--- src/design/v110_ra1_frame_codec_macros.svh ---
// Assertion macros shared by the codec's checking code.
`ifndef V110_RA1_FRAME_CODEC_MACROS_SVH
`define V110_RA1_FRAME_CODEC_MACROS_SVH

// Consequent must hold in the same cycle as the antecedent.
`define VRA1_ASSERT_SAME(label, ante, cons, msg) \
  label: assert property (@(posedge clk_i) disable iff (!rst_ni) (ante) |-> (cons)) \
    else $error(msg);

// Consequent must hold in the cycle after the antecedent.
`define VRA1_ASSERT_NEXT(label, ante, cons, msg) \
  label: assert property (@(posedge clk_i) disable iff (!rst_ni) (ante) |=> (cons)) \
    else $error(msg);

`endif

--- src/design/vra1_pkg.sv ---
// Types, constants and rate tables of the V.110 RA1 frame codec.
package vra1_pkg;

  localparam int unsigned FRAME_OCTETS = 10;
  localparam int unsigned D_BITS       = 48;
  localparam int unsigned MAP_COUNT    = 6;
  localparam logic [3:0]  RATE_COUNT   = 4'd12;
  localparam logic [3:0]  LAST_OCTET   = 4'd9;

  typedef enum logic {
    CMD_ENCODE  = 1'b0,
    CMD_RECEIVE = 1'b1
  } cmd_e;

  // D-bit mapping schemes; the repeat schemes come first, ordered by shift.
  typedef enum logic [2:0] {
    MAP_REP8   = 3'd0,
    MAP_REP4   = 3'd1,
    MAP_REP2   = 3'd2,
    MAP_DIRECT = 3'd3,
    MAP_FILL36 = 3'd4,
    MAP_FILL30 = 3'd5
  } map_e;

  // E1..E3 rate codes, E1 in bit 0.
  localparam logic [2:0] CODE_600     = 3'd1;
  localparam logic [2:0] CODE_1200    = 3'd2;
  localparam logic [2:0] CODE_2400    = 3'd3;
  localparam logic [2:0] CODE_N4800   = 3'd6;
  localparam logic [2:0] CODE_N3600   = 3'd5;
  localparam logic [2:0] CODE_N12000  = 3'd4;

  typedef struct packed {
    logic              decode;
    logic [9:0][7:0]   frame;
  } job_t;

  function automatic map_e rate_map(input logic [3:0] rate);
    map_e m;
    unique case (rate)
      4'd0:    m = MAP_REP8;
      4'd1:    m = MAP_REP4;
      4'd2:    m = MAP_REP2;
      4'd4,
      4'd7,
      4'd10:   m = MAP_FILL36;
      4'd6,
      4'd9:    m = MAP_FILL30;
      default: m = MAP_DIRECT;
    endcase
    return m;
  endfunction

  function automatic logic [2:0] map_code(input map_e m);
    logic [2:0] c;
    unique case (m)
      MAP_REP8:   c = CODE_600;
      MAP_REP4:   c = CODE_1200;
      MAP_REP2:   c = CODE_2400;
      MAP_FILL36: c = CODE_N3600;
      MAP_FILL30: c = CODE_N12000;
      default:    c = CODE_N4800;
    endcase
    return c;
  endfunction

  function automatic logic [5:0] map_chunk(input map_e m);
    logic [5:0] n;
    unique case (m)
      MAP_REP8:   n = 6'd6;
      MAP_REP4:   n = 6'd12;
      MAP_REP2:   n = 6'd24;
      MAP_FILL36: n = 6'd36;
      MAP_FILL30: n = 6'd30;
      default:    n = 6'd48;
    endcase
    return n;
  endfunction

  // Data and fill run lengths of the two fill schemes.
  function automatic int run_data(input int tab, input int s);
    int n;
    if (tab == 0) begin
      unique case (s)
        0:       n = 10;
        3:       n = 14;
        6:       n = 4;
        7:       n = 0;
        default: n = 2;
      endcase
    end else begin
      unique case (s)
        0, 4:    n = 10;
        3, 7:    n = 1;
        default: n = 2;
      endcase
    end
    return n;
  endfunction

  function automatic int run_fill(input int tab, input int s);
    int n;
    if (tab == 0) begin
      n = (s >= 6) ? 0 : 2;
    end else begin
      n = (s == 3 || s == 7) ? 3 : 2;
    end
    return n;
  endfunction

  // User bit that feeds D bit p, or -1 where the D bit is a fill bit.
  function automatic int d_src(input int kind, input int p);
    int tab;
    int di;
    int ui;
    int res;
    res = -1;
    if (kind <= int'(MAP_DIRECT)) begin
      res = p >> (int'(MAP_DIRECT) - kind);
    end else begin
      tab = (kind == int'(MAP_FILL30)) ? 1 : 0;
      di  = 0;
      ui  = 0;
      for (int s = 0; s < 8; s++) begin
        for (int k = 0; k < run_data(tab, s); k++) begin
          if (di == p) res = ui;
          di++;
          ui++;
        end
        di += run_fill(tab, s);
      end
    end
    return res;
  endfunction

  // D bit that carries user bit i on receive (first copy), or -1 if unused.
  function automatic int u_src(input int kind, input int i);
    int tab;
    int di;
    int ui;
    int res;
    res = -1;
    if (kind <= int'(MAP_DIRECT)) begin
      if (i < (48 >> (int'(MAP_DIRECT) - kind))) res = i << (int'(MAP_DIRECT) - kind);
    end else begin
      tab = (kind == int'(MAP_FILL30)) ? 1 : 0;
      di  = 0;
      ui  = 0;
      for (int s = 0; s < 8; s++) begin
        for (int k = 0; k < run_data(tab, s); k++) begin
          if (ui == i) res = di;
          di++;
          ui++;
        end
        di += run_fill(tab, s);
      end
    end
    return res;
  endfunction

endpackage

--- src/design/vra1_if.sv ---
// Valid/ready channel interfaces for the codec's input and result items.
interface vra1_in_if;
  logic        valid;
  logic        ready;
  logic        command;
  logic [47:0] user_bits;
  logic [5:0]  s_bits;
  logic [1:0]  x_bits;
  logic [3:0]  e_upper;
  logic [7:0]  rx_octet;

  modport source (output valid, command, user_bits, s_bits, x_bits, e_upper, rx_octet,
                  input ready);
  modport sink   (input valid, command, user_bits, s_bits, x_bits, e_upper, rx_octet,
                  output ready);
endinterface

interface vra1_out_if;
  logic        valid;
  logic        ready;
  logic [7:0]  tx_octet;
  logic [3:0]  octet_index;
  logic        last;
  logic [47:0] user_bits_out;
  logic [5:0]  user_count;
  logic [5:0]  s_bits_out;
  logic [1:0]  x_bits_out;
  logic [6:0]  e_bits_out;
  logic        status;

  modport source (output valid, tx_octet, octet_index, last, user_bits_out, user_count,
                  s_bits_out, x_bits_out, e_bits_out, status,
                  input ready);
  modport sink   (input valid, tx_octet, octet_index, last, user_bits_out, user_count,
                  s_bits_out, x_bits_out, e_bits_out, status,
                  output ready);
endinterface

--- src/design/vra1_front.sv ---
// Front end: accepts items, builds encoded frames and gathers received octets.
module vra1_front (
  input  logic              clk_i,
  input  logic              rst_ni,
  input  logic [3:0]        rate_i,
  vra1_in_if.sink           in_i,
  input  logic              full_i,
  output logic              push_o,
  output vra1_pkg::job_t    job_o
);

  logic [3:0]                 rx_cnt_q, rx_cnt_d;
  logic [7:0]                 store_q [0:8];
  logic                       accept;
  logic                       is_rx;
  logic                       rate_ok;
  vra1_pkg::map_e             map;
  logic [5:0][47:0]           d_cand;
  logic [47:0]                d;
  logic [9:0][7:0]            enc;

  assign in_i.ready = ~full_i;
  assign accept     = in_i.valid & in_i.ready;
  assign is_rx      = (in_i.command == vra1_pkg::CMD_RECEIVE);
  assign rate_ok    = (rate_i < vra1_pkg::RATE_COUNT);
  assign map        = vra1_pkg::rate_map(rate_i);

  // Each mapping scheme is a fixed wiring of user bits and fill bits.
  for (genvar k = 0; k < vra1_pkg::MAP_COUNT; k++) begin : g_map
    for (genvar p = 0; p < vra1_pkg::D_BITS; p++) begin : g_bit
      localparam int Src = vra1_pkg::d_src(k, p);
      if (Src < 0) begin : g_fill
        assign d_cand[k][p] = 1'b1;
      end else begin : g_data
        assign d_cand[k][p] = in_i.user_bits[Src];
      end
    end
  end

  always_comb begin
    unique case (map)
      vra1_pkg::MAP_REP8:   d = d_cand[0];
      vra1_pkg::MAP_REP4:   d = d_cand[1];
      vra1_pkg::MAP_REP2:   d = d_cand[2];
      vra1_pkg::MAP_FILL36: d = d_cand[4];
      vra1_pkg::MAP_FILL30: d = d_cand[5];
      default:              d = d_cand[3];
    endcase
  end

  always_comb begin
    enc = '0;
    for (int o = 1; o < 10; o++) begin
      enc[o][0] = 1'b1;
    end
    for (int g = 0; g < 8; g++) begin
      enc[(g < 4) ? g + 1 : g + 2][6:1] = d[6*g +: 6];
    end
    enc[1][7]   = in_i.s_bits[0];
    enc[2][7]   = in_i.x_bits[0];
    enc[3][7]   = in_i.s_bits[1];
    enc[4][7]   = in_i.s_bits[2];
    enc[6][7]   = in_i.s_bits[3];
    enc[7][7]   = in_i.x_bits[1];
    enc[8][7]   = in_i.s_bits[4];
    enc[9][7]   = in_i.s_bits[5];
    enc[5][7:1] = {in_i.e_upper, vra1_pkg::map_code(map)};
  end

  always_comb begin
    job_o.decode = is_rx;
    if (is_rx) begin
      for (int o = 0; o < 9; o++) begin
        job_o.frame[o] = store_q[o];
      end
      job_o.frame[9] = in_i.rx_octet;
    end else begin
      job_o.frame = enc;
    end
  end

  // A received octet only produces a job when it completes the frame.
  assign push_o = accept & (is_rx ? (rx_cnt_q == vra1_pkg::LAST_OCTET) : rate_ok);

  always_comb begin
    rx_cnt_d = rx_cnt_q;
    if (accept && is_rx) begin
      rx_cnt_d = (rx_cnt_q == vra1_pkg::LAST_OCTET) ? 4'd0 : rx_cnt_q + 4'd1;
    end
  end

  always_ff @(posedge clk_i or negedge rst_ni) begin
    if (!rst_ni) begin
      rx_cnt_q <= 4'd0;
    end else begin
      rx_cnt_q <= rx_cnt_d;
    end
  end

  always_ff @(posedge clk_i) begin
    if (accept && is_rx && rx_cnt_q != vra1_pkg::LAST_OCTET) begin
      store_q[rx_cnt_q] <= in_i.rx_octet;
    end
  end

endmodule

--- src/design/vra1_queue.sv ---
// Small job queue that decouples the front end from the back end.
module vra1_queue #(
  parameter int unsigned Depth = 2
) (
  input  logic              clk_i,
  input  logic              rst_ni,
  input  logic              push_i,
  input  vra1_pkg::job_t    data_i,
  output logic              full_o,
  input  logic              pop_i,
  output logic              empty_o,
  output vra1_pkg::job_t    data_o
);

  localparam int unsigned PtrW = $clog2(Depth);
  localparam int unsigned CntW = $clog2(Depth + 1);

  vra1_pkg::job_t    entries_q [Depth];
  logic [PtrW-1:0]   wr_q, wr_d, rd_q, rd_d;
  logic [CntW-1:0]   cnt_q, cnt_d;

  assign full_o  = (cnt_q == CntW'(Depth));
  assign empty_o = (cnt_q == '0);
  assign data_o  = entries_q[rd_q];

  always_comb begin
    wr_d  = wr_q;
    rd_d  = rd_q;
    cnt_d = cnt_q;
    if (push_i) begin
      wr_d = (wr_q == PtrW'(Depth - 1)) ? '0 : wr_q + 1'b1;
    end
    if (pop_i) begin
      rd_d = (rd_q == PtrW'(Depth - 1)) ? '0 : rd_q + 1'b1;
    end
    if (push_i && !pop_i) begin
      cnt_d = cnt_q + 1'b1;
    end else if (pop_i && !push_i) begin
      cnt_d = cnt_q - 1'b1;
    end
  end

  always_ff @(posedge clk_i or negedge rst_ni) begin
    if (!rst_ni) begin
      wr_q  <= '0;
      rd_q  <= '0;
      cnt_q <= '0;
    end else begin
      wr_q  <= wr_d;
      rd_q  <= rd_d;
      cnt_q <= cnt_d;
    end
  end

  always_ff @(posedge clk_i) begin
    if (push_i) begin
      entries_q[wr_q] <= data_i;
    end
  end

endmodule

--- src/design/vra1_back.sv ---
// Back end: streams encoded octets and decodes completed receive frames.
module vra1_back (
  input  logic              clk_i,
  input  logic              rst_ni,
  input  logic [3:0]        rate_i,
  input  logic              head_valid_i,
  input  vra1_pkg::job_t    head_i,
  output logic              pop_o,
  vra1_out_if.source        out_o
);

  logic [3:0]         cnt_q, cnt_d;
  logic               out_valid_q, out_valid_d;
  logic [7:0]         tx_q;
  logic [3:0]         idx_q;
  logic               last_q;
  logic [47:0]        user_q;
  logic [5:0]         count_q;
  logic [5:0]         s_q;
  logic [1:0]         x_q;
  logic [6:0]         e_q;
  logic               status_q;

  logic               load;
  logic               enc_last;
  vra1_pkg::map_e     map;
  logic [47:0]        dec_d;
  logic [5:0][47:0]   u_cand;
  logic [47:0]        dec_u;
  logic [5:0]         dec_s;
  logic [1:0]         dec_x;
  logic [6:0]         dec_e;
  logic               dec_ok;

  assign map = vra1_pkg::rate_map(rate_i);

  always_comb begin
    for (int g = 0; g < 8; g++) begin
      dec_d[6*g +: 6] = head_i.frame[(g < 4) ? g + 1 : g + 2][6:1];
    end
  end

  // Only the first copy of a repeated bit is read back.
  for (genvar k = 0; k < vra1_pkg::MAP_COUNT; k++) begin : g_map
    for (genvar i = 0; i < vra1_pkg::D_BITS; i++) begin : g_bit
      localparam int Src = vra1_pkg::u_src(k, i);
      if (Src < 0) begin : g_none
        assign u_cand[k][i] = 1'b0;
      end else begin : g_data
        assign u_cand[k][i] = dec_d[Src];
      end
    end
  end

  always_comb begin
    unique case (map)
      vra1_pkg::MAP_REP8:   dec_u = u_cand[0];
      vra1_pkg::MAP_REP4:   dec_u = u_cand[1];
      vra1_pkg::MAP_REP2:   dec_u = u_cand[2];
      vra1_pkg::MAP_FILL36: dec_u = u_cand[4];
      vra1_pkg::MAP_FILL30: dec_u = u_cand[5];
      default:              dec_u = u_cand[3];
    endcase
  end

  assign dec_s  = {head_i.frame[9][7], head_i.frame[8][7], head_i.frame[6][7],
                   head_i.frame[4][7], head_i.frame[3][7], head_i.frame[1][7]};
  assign dec_x  = {head_i.frame[7][7], head_i.frame[2][7]};
  assign dec_e  = head_i.frame[5][7:1];
  assign dec_ok = (rate_i < vra1_pkg::RATE_COUNT) &&
                  (dec_e[2:0] == vra1_pkg::map_code(map));

  // The result register refills in the same cycle that its content is taken.
  assign load     = head_valid_i & (~out_valid_q | out_o.ready);
  assign enc_last = (cnt_q == vra1_pkg::LAST_OCTET);
  assign pop_o    = load & (head_i.decode | enc_last);

  always_comb begin
    out_valid_d = out_valid_q;
    cnt_d       = cnt_q;
    if (load) begin
      out_valid_d = 1'b1;
    end else if (out_o.ready) begin
      out_valid_d = 1'b0;
    end
    if (load && !head_i.decode) begin
      cnt_d = enc_last ? 4'd0 : cnt_q + 4'd1;
    end
  end

  always_ff @(posedge clk_i or negedge rst_ni) begin
    if (!rst_ni) begin
      out_valid_q <= 1'b0;
      cnt_q       <= 4'd0;
    end else begin
      out_valid_q <= out_valid_d;
      cnt_q       <= cnt_d;
    end
  end

  always_ff @(posedge clk_i) begin
    if (load) begin
      if (head_i.decode) begin
        tx_q     <= 8'd0;
        idx_q    <= vra1_pkg::LAST_OCTET;
        last_q   <= 1'b1;
        user_q   <= dec_ok ? dec_u : 48'd0;
        count_q  <= dec_ok ? vra1_pkg::map_chunk(map) : 6'd0;
        s_q      <= dec_s;
        x_q      <= dec_x;
        e_q      <= dec_e;
        status_q <= ~dec_ok;
      end else begin
        tx_q     <= head_i.frame[cnt_q];
        idx_q    <= cnt_q;
        last_q   <= enc_last;
        user_q   <= 48'd0;
        count_q  <= 6'd0;
        s_q      <= 6'd0;
        x_q      <= 2'd0;
        e_q      <= 7'd0;
        status_q <= 1'b0;
      end
    end
  end

  assign out_o.valid         = out_valid_q;
  assign out_o.tx_octet      = tx_q;
  assign out_o.octet_index   = idx_q;
  assign out_o.last          = last_q;
  assign out_o.user_bits_out = user_q;
  assign out_o.user_count    = count_q;
  assign out_o.s_bits_out    = s_q;
  assign out_o.x_bits_out    = x_q;
  assign out_o.e_bits_out    = e_q;
  assign out_o.status        = status_q;

endmodule

--- src/design/v110_ra1_frame_codec.sv ---
// Top level of the V.110 RA1 frame codec.
// An encode command at a rate in use turns one user chunk into a V.110 frame and delivers
// its ten octets on the result channel, one per cycle while the channel is ready, stepped
// through by the octet counter in the back end; an encode at an unused rate is dropped.
// A receive command takes one octet per cycle while the job queue (QueueDepth entries, two
// or more) is not full; every tenth octet completes a frame, which is decoded and delivered
// as one result. The front end keeps accepting while the back end streams, held back only
// when the queue is full. The rate register is to be written only while the codec is idle.
`include "v110_ra1_frame_codec_macros.svh"

module v110_ra1_frame_codec #(
  parameter int unsigned QueueDepth = 2
) (
  input  logic        clk_i,
  input  logic        rst_ni,
  input  logic        cfg_we_i,
  input  logic [3:0]  cfg_wdata_i,
  vra1_in_if.sink     in_i,
  vra1_out_if.source  out_o
);

  logic [3:0]         rate_q;
  logic               push;
  logic               full;
  logic               pop;
  logic               empty;
  vra1_pkg::job_t     push_job;
  vra1_pkg::job_t     head_job;

  always_ff @(posedge clk_i or negedge rst_ni) begin
    if (!rst_ni) begin
      rate_q <= 4'd0;
    end else if (cfg_we_i) begin
      rate_q <= cfg_wdata_i;
    end
  end

  vra1_front u_front (
    .clk_i  (clk_i),
    .rst_ni (rst_ni),
    .rate_i (rate_q),
    .in_i   (in_i),
    .full_i (full),
    .push_o (push),
    .job_o  (push_job)
  );

  vra1_queue #(
    .Depth (QueueDepth)
  ) u_queue (
    .clk_i   (clk_i),
    .rst_ni  (rst_ni),
    .push_i  (push),
    .data_i  (push_job),
    .full_o  (full),
    .pop_i   (pop),
    .empty_o (empty),
    .data_o  (head_job)
  );

  vra1_back u_back (
    .clk_i        (clk_i),
    .rst_ni       (rst_ni),
    .rate_i       (rate_q),
    .head_valid_i (~empty),
    .head_i       (head_job),
    .pop_o        (pop),
    .out_o        (out_o)
  );

  `VRA1_ASSERT_SAME(a_no_push_when_full, push, !full, "job pushed into a full queue")
  `VRA1_ASSERT_SAME(a_no_pop_when_empty, pop, !empty, "job popped from an empty queue")
  `VRA1_ASSERT_NEXT(a_frame_continues, out_o.valid && out_o.ready && !out_o.last, out_o.valid, "encoded frame broke off before its last octet")
  `VRA1_ASSERT_SAME(a_error_no_user, out_o.valid && out_o.status, out_o.user_count == 6'd0 && out_o.user_bits_out == 48'd0, "user bits delivered with a rate code mismatch")

endmodule

--- src/flat_wrapper.sv ---
// flat-port wrapper written by rule: the top's interface ports become plain ports
module v110_ra1_frame_codec_flat 
#(
  parameter int unsigned QueueDepth = 2
)
  (clk_i, rst_ni, cfg_we_i, cfg_wdata_i, in_i_valid, in_i_command, in_i_user_bits, in_i_s_bits, in_i_x_bits, in_i_e_upper, in_i_rx_octet, in_i_ready, out_o_valid, out_o_tx_octet, out_o_octet_index, out_o_last, out_o_user_bits_out, out_o_user_count, out_o_s_bits_out, out_o_x_bits_out, out_o_e_bits_out, out_o_status, out_o_ready);
  vra1_in_if in_i_i ();
  vra1_out_if out_o_i ();
  input  logic clk_i;
  input  logic rst_ni;
  input  logic cfg_we_i;
  input  logic [3:0] cfg_wdata_i;
  input wire logic [$bits(in_i_i.valid)-1:0] in_i_valid;
  input wire logic [$bits(in_i_i.command)-1:0] in_i_command;
  input wire logic [$bits(in_i_i.user_bits)-1:0] in_i_user_bits;
  input wire logic [$bits(in_i_i.s_bits)-1:0] in_i_s_bits;
  input wire logic [$bits(in_i_i.x_bits)-1:0] in_i_x_bits;
  input wire logic [$bits(in_i_i.e_upper)-1:0] in_i_e_upper;
  input wire logic [$bits(in_i_i.rx_octet)-1:0] in_i_rx_octet;
  output wire logic [$bits(in_i_i.ready)-1:0] in_i_ready;
  output wire logic [$bits(out_o_i.valid)-1:0] out_o_valid;
  output wire logic [$bits(out_o_i.tx_octet)-1:0] out_o_tx_octet;
  output wire logic [$bits(out_o_i.octet_index)-1:0] out_o_octet_index;
  output wire logic [$bits(out_o_i.last)-1:0] out_o_last;
  output wire logic [$bits(out_o_i.user_bits_out)-1:0] out_o_user_bits_out;
  output wire logic [$bits(out_o_i.user_count)-1:0] out_o_user_count;
  output wire logic [$bits(out_o_i.s_bits_out)-1:0] out_o_s_bits_out;
  output wire logic [$bits(out_o_i.x_bits_out)-1:0] out_o_x_bits_out;
  output wire logic [$bits(out_o_i.e_bits_out)-1:0] out_o_e_bits_out;
  output wire logic [$bits(out_o_i.status)-1:0] out_o_status;
  input wire logic [$bits(out_o_i.ready)-1:0] out_o_ready;
  assign in_i_i.valid = in_i_valid;
  assign in_i_i.command = in_i_command;
  assign in_i_i.user_bits = in_i_user_bits;
  assign in_i_i.s_bits = in_i_s_bits;
  assign in_i_i.x_bits = in_i_x_bits;
  assign in_i_i.e_upper = in_i_e_upper;
  assign in_i_i.rx_octet = in_i_rx_octet;
  assign in_i_ready = in_i_i.ready;
  assign out_o_valid = out_o_i.valid;
  assign out_o_tx_octet = out_o_i.tx_octet;
  assign out_o_octet_index = out_o_i.octet_index;
  assign out_o_last = out_o_i.last;
  assign out_o_user_bits_out = out_o_i.user_bits_out;
  assign out_o_user_count = out_o_i.user_count;
  assign out_o_s_bits_out = out_o_i.s_bits_out;
  assign out_o_x_bits_out = out_o_i.x_bits_out;
  assign out_o_e_bits_out = out_o_i.e_bits_out;
  assign out_o_status = out_o_i.status;
  assign out_o_i.ready = out_o_ready;
  v110_ra1_frame_codec #(.QueueDepth(QueueDepth)) u_core (.clk_i(clk_i), .rst_ni(rst_ni), .cfg_we_i(cfg_we_i), .cfg_wdata_i(cfg_wdata_i), .in_i(in_i_i), .out_o(out_o_i));
endmodule
--- config.mk ---
export PLATFORM = sky130hd
export DESIGN_NAME = v110_ra1_frame_codec_flat
export DESIGN_NICKNAME = d
export VERILOG_FILES = /design/src/design/vra1_pkg.sv /design/src/design/vra1_if.sv /design/src/design/vra1_front.sv /design/src/design/vra1_queue.sv /design/src/design/vra1_back.sv /design/src/design/v110_ra1_frame_codec.sv /design/src/flat_wrapper.sv
export VERILOG_INCLUDE_DIRS = /design/src /design/src/design
export SDC_FILE = /design/constraint.sdc
export NUM_CORES = 1
export LEC_CHECK = 0
export ABC_CLOCK_PERIOD_IN_PS = 19000
export BUFFER_PORTS_ARGS = -buffer_cell sky130_fd_sc_hd__buf_2
export CAP_MARGIN = 10
export CORE_MARGIN = 1
export CORE_UTILIZATION = 45
export DETAILED_ROUTE_END_ITERATION = 10
export PLACE_DENSITY_LB_ADDON = 0.25
export SLEW_MARGIN = 10
export SYNTH_ARGS = -nofsm -noshare
export SYNTH_HDL_FRONTEND = slang
export SYNTH_SLANG_ARGS = --single-unit
--- constraint.sdc ---
create_clock -name clk_i -period 19 [get_ports clk_i]
set_clock_uncertainty 0.15 [all_clocks]
set_input_delay 0.95 -clock clk_i [delete_from_list [all_inputs] [get_ports clk_i]]
set_output_delay 0.95 -clock clk_i [all_outputs]
set_load 0.02 [all_outputs]
# Word-level counts from Yosys, hierarchy flattened
# Memory sizes are Yosys's and may differ from the RTL's.
# Index checks and enable logic that the tools add are counted.
dict set report classes {
  reduce_logical 15
  n_eq_ne 13
  bitwise 10
  order_cmp 2
  mux 21
  n_addsub 6
}
# op count
set op_table {}
lappend op_table {{48-bit case mux with 5 select lines} 2}
lappend op_table {{80-bit two-way mux} 1}
lappend op_table {{8-bit binary-select mux with 4-bit select} 1}
lappend op_table {{3-bit case mux with 5 select lines} 2}
lappend op_table {{6-bit case mux with 5 select lines} 1}
lappend op_table {{3-bit == test (second input constant)} 4}
lappend op_table {{1-bit two-way mux} 9}
lappend op_table {{4-bit by 1-bit adder with 4-bit output (second input constant)} 2}
lappend op_table {{4-bit == test (second input constant)} 2}
lappend op_table {{4-bit two-way mux} 2}
lappend op_table {{8-bit two-way mux} 1}
lappend op_table {{3-bit by 1-bit == test with 1-bit output (second input constant)} 2}
lappend op_table {{3-bit by 2-bit == test with 1-bit output (second input constant)} 2}
lappend op_table {{1-bit logical AND} 6}
lappend op_table {{3-bit zero test} 2}
lappend op_table {{4-bit by 5-bit < comparator with 1-bit output (second input constant)} 1}
lappend op_table {{1-bit AND} 4}
lappend op_table {{4-bit < comparator (second input constant)} 1}
lappend op_table {{2-bit two-way mux} 2}
lappend op_table {{4-bit != test (second input constant)} 1}
lappend op_table {{1-bit NOT} 4}
lappend op_table {{2-bit nonzero test} 2}
lappend op_table {{3-bit == test} 1}
lappend op_table {{1-bit zero test} 3}
lappend op_table {{7 further kinds} 9}
dict set report totals {
  out_inout_bits 85
  mem_bits_ro 96
  input_bits 78
  ramBits 234
  wordCells 87
  ff_bits 100
  memories 4
}
# memory depth width rd rd_clocked_by_memory_dff wr line
set memory_table {}
lappend memory_table {u_core.u_queue.entries_q 2 81 1 0 1 vra1_queue.sv:18} ;# vra1_pkg::job_t entries_q [Depth];
lappend memory_table {u_core.u_front.store_q 9 8 9 0 1 vra1_front.sv:13} ;# logic [7:0] store_q [0:8];
lappend memory_table {{(name not given)} 16 3 1 0 0 vra1_pkg.sv:40} ;# unique case (rate)
lappend memory_table {{(name not given)} 16 3 1 0 0 vra1_pkg.sv:40}

# Longest topological paths before layout
dict set report logic_depth {
  ltp_word 8
  depth_mapped 10
  mapped_depth_nobuf 8
}

# Modules after synthesis
# Synthesis repeated with hierarchy kept, for this count alone.
dict set report hier_totals {
  cells_unflattened 1167
  area_unflattened_um2 16253.1
}
# mod cells_per_inst area_per_inst_um2 n_inst seq_area_each_um2
set modules_own_cells {}
lappend modules_own_cells {vra1_queue 268 6431.2 1 4964.8}
lappend modules_own_cells {vra1_back 426 4929.7 1 2587.5}
lappend modules_own_cells {vra1_front 464 4743.3 1 2262.2}
lappend modules_own_cells {v110_ra1_frame_codec 9 148.9 1 100.1}

# Worst setup path before layout
# OpenSTA, ideal clock, no wires.
dict set report synth_path {
  kind {input port to flip-flop}
  from {input in_i_command}
  to {memory u_core.u_queue.entries_q[0][0] (netlist name) (enable)}
  setup_ns 0.620
  cell_stages 4
  n_path_buf 1
  required_ns 18.230
  arrival_time_ns 6.795
  path_slack_ns 11.435
  cell_sequence {clkbuf_1 -> a21oi_1 -> a21oi_1 -> nor3_1}
}
dict set report synth_via {
  elab_chain_len 4
}
# item line
set synth_lines {}
lappend synth_lines {{from (decl)} flat_wrapper.sv:14} ;# input wire logic [$bits(in_i_i.command)-1:0] in_i_command;
lappend synth_lines {{1-bit two-way mux} vra1_front.sv:83} ;# assign push_o = accept & (is_rx ? (rx_cnt_q == vra1_pkg::LAST_OCTET) : rate_ok);
lappend synth_lines {{1-bit AND} vra1_front.sv:83}
lappend synth_lines {{1-bit two-way mux} vra1_queue.sv:56} ;# if (push_i) begin
lappend synth_lines {{1-bit two-way mux (not written as such)} vra1_queue.sv:57} ;# entries_q[wr_q] <= data_i;
lappend synth_lines {{to (decl)} vra1_queue.sv:18}
# Every way passes these cells.

==> reports/results.txt <==
WL/cell: 27.3 um
Core Util, Final: 0.530
area leader, netlist: edfxtp_1
startpoint types: register
crit-path cells: or3_1 > nand3_1 > nor3_2 > buf_4 > nand2_1 > a21oi_1
final WL: 50.2 mm
Warnings, synthesis: 0
number of max-cap violations: 0
detailed placer's ending HPWL: 35.3 mm
Initial Util: 0.457
clock tree sinks: 333
LEAKAGE: 0.00660 uW
Post-Synthesis Cells: 1212
Seq cells post-synth: 333
register area: 9920 um2
root buffer cell: clkbuf_16
Top FF cell, synth: edfxtp_1
row cnt: 68
data arrival time of the worst path: 4.69 ns
Period minus WS final: 4.49 ns
Met3 Wirelength: 5.51 mm
gr usage total: 0.280
WL met2: 22.5 mm
area of the multi-input gates: 5520 um2
P&R area growth vs syn: 15.9%
DR pass1 iterations: 6
Fmax: 223 MHz
WS Path Type: reg2reg
Syn Area/Cell: 13.1 um2
Slowest cell on crit path: dfrtp_1
Core Region: 34600 um2
CP Capture Type: register
outcome: finished, final reports clean
mapped cell area: 15800 um2
share of cells above drive strength 1: 0.259
Crit Path Max Fanout: 31
Post-synth EDFFs: 316
Yosys top cell area share: 0.599
DRC viols: 0
Clk pin slew, worst setup/hold paths: 0.06 ns
Req. time, crit path: 19.20 ns
Distinct cells, synth: 65
antenna-violating nets left: 0
final period utilization: 0.236
Cell Pwr Density: 144 nW/um2
Final setup viols: 0
vias per cell: 6.24
die span in y: 190 um
Clock Latency Late Sink: 0.55 ns
nets: 1436
Syn Nets: 1293
RePlAce Congestion: 0.968
first-iteration detailed-routing DRC count: 1672
# fillers: 2913
CTS tree: done
post-CTS setup buffer count: 0
relative slew slack: 0.325
final hold vios: 0
post-CTS sizing: 0
worst-margin pin slew: 1.01 ns
number of CTS-inserted buffers: 37
maximum clock path buffer count: 3
HP Class: in2async
Post-Place Setup Slack: 14.73 ns
IO Port Bufs: 161
vias in the first global route: 10880
fin. max-slew vios: 0
asr flop ratio synth: 0.0511
DRT met1 WL: 20.5 mm
Die X: 190 um
pin count of the biggest net entering global routing: 91
setup ws final: 14.51 ns
top-count cell post-synth: edfxtp_1
H-tree depth reported by CTS: 2
first-pass GRT wire length: 72.7 mm
GRT Residual Overflow: 0
sequential fraction of the synthesis area: 0.626
RSZ-0062 raised after global routing: false
top layer reached by signal wires: met4
total number of vias: 11467
# hold bufs at CTS: 0
Peak VDD IR: 0.0716 mV
crit-path max cell delay: 0.95 ns
Synth area leaders: edfxtp_1, mux4_2, mux2i_1, mux2_2, dfrtp_1
initial antenna violation count: 0
Die Area: 36000 um2
Post-synth top cells: edfxtp_1, nand2_1, nor2_1
Sum Neg Setup Slack: 0 ns
Hold Slack: 0.289 ns
num ports: 163
ANT cells: 0
where the power goes:
group / total, uW / switching, uW / leakage, uW / internal (uW)
registers: 1050 / 71.1 / 0.00314 / 979
clock network: 711 / 296 / 0.000580 / 415
logic: 879 / 579 / 0.00288 / 300
per-stage QoR:
stage,total power [uW],cell area (um2),cells
final,2640,18400,1838
after global routing,2740,18400,1838
after CTS,2640,18400,1838
after detailed placement,1930,17100,1771
after global placement,1930,17100,1771
after floorplan,1630,15800,1212
logic make-up after synthesis:
logic type               share of synthesized area
AND/OR/NAND/NOR                              0.103
AO/OA/AOI/OAI                                0.121
other                                     0.000237
adder cells (fa/ha/maj)                    0.00237
XOR/XNOR                                   0.00498
flip-flops                                   0.626
buffers and inverters                       0.0294
multiplexers                                 0.113
worst max-delay path: cells and delay by family, from the launching register on:
family | cells | cell delay, ns
simple gates | 4 | 2.52
compound gates | 1 | 0.24
buf+inv | 1 | 0.41
flops | 1 | 0.95
cell type report:
| class | instances | share of cell area |
|---|---|---|
| clock buffers | 55 | 0.0596 |
| clock inverters | 12 | 0.00641 |
| inverters | 28 | 0.00573 |
| repair buffers | 191 | 0.0563 |
| multi-input cells | 764 | 0.300 |
| flip-flops and latches | 333 | 0.540 |
| well taps | 455 | 0.0310 |
per-layer routing:
layer,GRT usage,vias to the layer above
met4,0.0983,0
met2,0.420,707
li1,-,4960
met1,0.403,5705
met3,0.0587,95
met5,0,-
cell usage in the layout, fill, tap and decap left out, drive strengths merged, types with 5 or more instances in the layout:
cell and n:
edfxtp 316, dfrtp 17, o22ai 8, nand2 95, or3 8, nor2b 22
o211ai 14, a22oi 13, and2 13, xnor2 6, a221oi 34, mux4 32
nor3 41, clkinv 7, nand3 31, a21o 14, o21a 5, clkbuf 55
nand2b 25, o2bb2ai 6, buf 191, a21oi 70, mux2 44, nor2 84
o31ai 13, a211oi 20, mux2i 57, inv 28, o21ai 48
flip-flops by register name, indices dropped and copies added, names as in the netlist, 4 cells and up:
signal and count:
u_core.u_back.out_o.tx_octet 8, u_core.u_back.out_o.octet_index 4, u_core.u_back.out_o.user_bits_out 48, u_core.u_queue.entries_q 162, u_core.u_back.cnt_q 4, u_core.u_back.out_o.e_bits_out 7
u_core.u_front.rx_cnt_q 4, u_core.u_front.store_q 72, u_core.rate_q 4, u_core.u_back.out_o.s_bits_out 6, u_core.u_back.out_o.user_count 5
final timing paths:
kind	startpoint	endpoint	slack [ns]	depth (start not counted)
setup / recovery	u_core.rate_q[3]	u_core.u_queue.entries_q[1][33]	14.51	6
hold / removal	rst_ni	u_core.rate_q[2]	0.29	1
setup reg to reg	u_core.rate_q[3]	u_core.u_queue.entries_q[1][33]	14.51	6
hold reg to reg	u_core.u_queue.cnt_q[1]	u_core.u_queue.cnt_q[1]	0.34	1
max in group asynchronous	rst_ni	u_core.u_queue.rd_q	17.92	1
min in group clk_i	u_core.u_queue.cnt_q[1]	u_core.u_queue.cnt_q[1]	0.34	1
Note: power is estimated with default switching activity, not from simulation.
